`src/rtl/core/pens_ram.sv`:
```
// Generic single-write, single-read synchronous RAM with a registered read port.
// Has no dependencies.
module pens_ram #(
    parameter int WIDTH = 17,
    parameter int DEPTH = 256
) (
    input  logic                                   clk,
    input  logic                                   wr_en,
    input  logic [((DEPTH > 1) ? $clog2(DEPTH) : 1)-1:0] wr_addr,
    input  logic [WIDTH-1:0]                       wr_data,
    input  logic                                   rd_en,
    input  logic [((DEPTH > 1) ? $clog2(DEPTH) : 1)-1:0] rd_addr,
    output logic [WIDTH-1:0]                       rd_data
);

    logic [WIDTH-1:0] mem_reg [DEPTH];
    logic [WIDTH-1:0] rd_data_reg;

    always_ff @(posedge clk)
    begin
        if (wr_en)
        begin
            mem_reg[wr_addr] <= wr_data;
        end
        if (rd_en)
        begin
            rd_data_reg <= mem_reg[rd_addr];
        end
    end

    assign rd_data = rd_data_reg;

endmodule

```
`config.mk`:
```
export PLATFORM = sky130hd
export DESIGN_NAME = pens_ram
export DESIGN_NICKNAME = d
export VERILOG_FILES = /design/src/rtl/core/pens_ram.sv
export SDC_FILE = /design/constraint.sdc
export NUM_CORES = 2
export LEC_CHECK = 0
export BUFFER_PORTS_ARGS = -buffer_cell sky130_fd_sc_hd__buf_2
export CORE_MARGIN = 1
export CORE_UTILIZATION = 57
export CTS_BUF_LIST = sky130_fd_sc_hd__clkbuf_2
export CTS_CLUSTER_DIAMETER = 120
export DETAILED_ROUTE_END_ITERATION = 12
export PLACE_DENSITY = 0.75
export RECOVER_POWER = 100
export SYNTH_ARGS = -nofsm -noshare
export SYNTH_HDL_FRONTEND = slang
export SYNTH_MEMORY_MAX_BITS = 65536
export SYNTH_SLANG_ARGS = --single-unit
```
`constraint.sdc`:
```
create_clock -name clk -period 2.5 [get_ports clk]
set_input_delay 0.375 -clock clk [delete_from_list [all_inputs] [get_ports clk]]
set_output_delay 0.375 -clock clk [all_outputs]
set_load 0.01 [all_outputs]
```
==> out/results.ini <==
[final_layout]
largest_reg_flops=4352
multi_input_area_sq_um=35940
syn2layout_area_growth_pct=14.49
nets=9836
layout_commonest_cell=edfxtp_1
nFillCells=18880
final_cell_mix=4369 x edfxtp_1, 1561 x clkbuf_2, 915 x mux4_2, 812 x buf_4, 508 x mux2i_1
drive_above_1_share_pct=37.95
finish.utilization_pct=65.59
regArea_sq_um=131200
finalInstanceArea_sq_um=194500

[yosys]
async_reset_ff_share_pct=0
synthAdderAreaFrac_pct=0
synthSimpleGateAreaFrac_pct=2.188
synth-seq-cells=4369
yosys-mux-area-fraction_pct=15.74
synth_cell_types=73
synthXorXnorAreaFrac_pct=0
netlist_area_sq_um=169900
synthCells=7797
synth.avg_cell_area_sq_um=21.79
synth_top_family_by_area=multiplexers
yosysSeqAreaShare_pct=77.23
yosysWarnings=0
synth_edf_count=4369
synth-compound-area-share_pct=2.702
synthesis.nets=7833
synth_ff_type=edfxtp_1

[timing]
worst_pin_slew_ns=2.438
whs_ns=0.1342
fin_crit_sh_pct=139.8
fmax_mhz=286.1
setup_viol=6199
fin_skew_ns=0.2088
grt_setup_unrepaired=true
min_period_ns=3.495
timing_hold_violations_final=0
setup_tns_ns=-849.68
drv_slew=892
relSlewSlack_pct=-62.52
setup_ws_ns=-0.9953

[worst_setup_path]
endpoint_kind=output port
cp.arrival_ns=3.12
crit_path_start_kind=flop
critPathTopFamily=flip-flops
slowest_delay_ns=0.87
crit_slowest_cell=edfxtp_1
cp_max_fo=1
critPathKind=reg -> out
cp.required_ns=2.12
cp_num_buf_inv=1
path_cells=buf_2

[die]
initial_core_util_pct=57.29
rows=200
dieArea_sq_um=300200
die_w_um=547.9
core_area_sq_um=296500
dieHeight_um=547.9
pin_count=53

[route]
drtIter0Drc=14010
via_per_inst=6.486
drt_pass1_iterations=7
vias=93820
wire_per_inst_um=32.67
drc_errors=0
wirelength_um=472600
drtAntennaViolNets=0

[global_route]
antenna_found_initial=36
grt-ovfl-total=0
grt_max_degree=91
grt_pass1_wl_um=667500
grt_pass1_vias=94120
grt.total_usage_pct=31.52

[run_status]
violations=capacitance limit, slew limit, setup timing
outcome=finished, violations left

[place]
pre_cts_ws_ns=-1.839
port-buffer-count=52
post_dp_cell_area_sq_um=185600
dp_hpwl_um=295900
gp_congestion=1.018

[clock_tree]
clk_latency_ns=2.06
cts_inserted_buffers=1045
clock_sinks=4369
clk_pin_slew_ns=0.10
cts_max_path_buffers=4
h-tree-depth=7
cts_tree=done
cts_root_buf=clkbuf_2

[job]
cap_violations=16

[power_and_ir_drop]
vdd_drop_max_v=0.0004520
p_per_area_nw_per_um2=704.7
p_leak_uw=0.06537

[worst_hold_path]
hold_class=in -> reg

## Yosys cell counts, drive strengths merged, types with 8 or more instances
cell / number / area share [%]
or3: 14 / 0.052
o21ai: 46 / 0.14
o221ai: 136 / 0.71
mux2: 20 / 0.13
o311a: 14 / 0.082
nor3: 109 / 0.32
nor4: 16 / 0.066
o22ai: 186 / 0.68
o22a: 11 / 0.057
mux4: 943 / 13
nand4: 21 / 0.077
a21oi: 108 / 0.32
buf: 301 / 1.7
a211oi: 17 / 0.078
clkbuf: 164 / 0.44
edfxtp: 4369 / 77
nor2: 333 / 0.74
nand2: 216 / 0.48
a31oi: 14 / 0.052
nand3: 65 / 0.19
a22o: 13 / 0.067
a22oi: 33 / 0.15
a32oi: 9 / 0.046
o311ai: 15 / 0.077
nor2b: 14 / 0.052
and3: 8 / 0.029
mux2i: 509 / 3.0
## routing by layer
metal | share of wire, % | global-route usage [%] | routed length (um)
met5 | 0.027 | 0 | 128
met4 | 5.1 | 15.04 | 24250
met3 | 14 | 9.111 | 68310
met2 | 46 | 47.68 | 217000
met1 | 34 | 42.67 | 162800
## metrics by stage
stage                     std cells  power, uW
after floorplan                7797      86550
after global placement        12580      90980
after detailed placement      12580      91200
after CTS                     14450     137500
after global routing          14450     141300
final                         14470     137100
## final cells by class
cell class / instances / area share, %
Inverter: 5 / 0.01608
Clock inverter: 306 / 1.159
Multi-Input combinational cell: 2957 / 18.48
Clock buffer: 1449 / 3.729
Tap cell: 3939 / 2.534
Timing Repair Buffer: 1422 / 6.601
Sequential cell: 4369 / 67.46
Antenna cell: 18 / 0.02316
## cells by family after synthesis
family                 after synthesis
multiplexers                      1472
AO/OA/AOI/OAI                      649
flip-flops                        4369
buffers and inverters              471
AND/OR/NAND/NOR                    836
## final timing paths
| path | to | depth (start not counted) | slack (ns) | startpoint |
|---|---|---|---|---|
| min | rd_data[15] | 8 | 0.13 | rd_addr[6] |
| min reg2reg | rd_data[8] | 7 | 1.23 | mem_reg[174][8] |
| max reg2reg | rd_data[2] | 9 | -0.28 | mem_reg[201][2] |
| max | rd_data[7] | 1 | -1.0 | rd_data[7] |
## timing repair
item / in CTS / in global routing
pin swaps: 35 / 26
endpoints found under the hold margin: 8738 / 1
endpoints found under the setup margin: 33 / 401
gates cloned: 0 / 0
resized for setup: 104 / 51
hold buffers: 122 / 1
buffers inserted: 2 / 0
## power breakdown
| group | switching (uW) | total, uW | leakage [uW] | internal (uW) |
|---|---|---|---|---|
| Clock | 28300 | 47100 | 0.00706 | 18800 |
| Combinational | 5570 | 9120 | 0.0190 | 3550 |
| Sequential | 176 | 80900 | 0.0393 | 80700 |
| Total | 34000 | 137000 | 0.0654 | 103000 |
(Power assumes the default switching activity.)
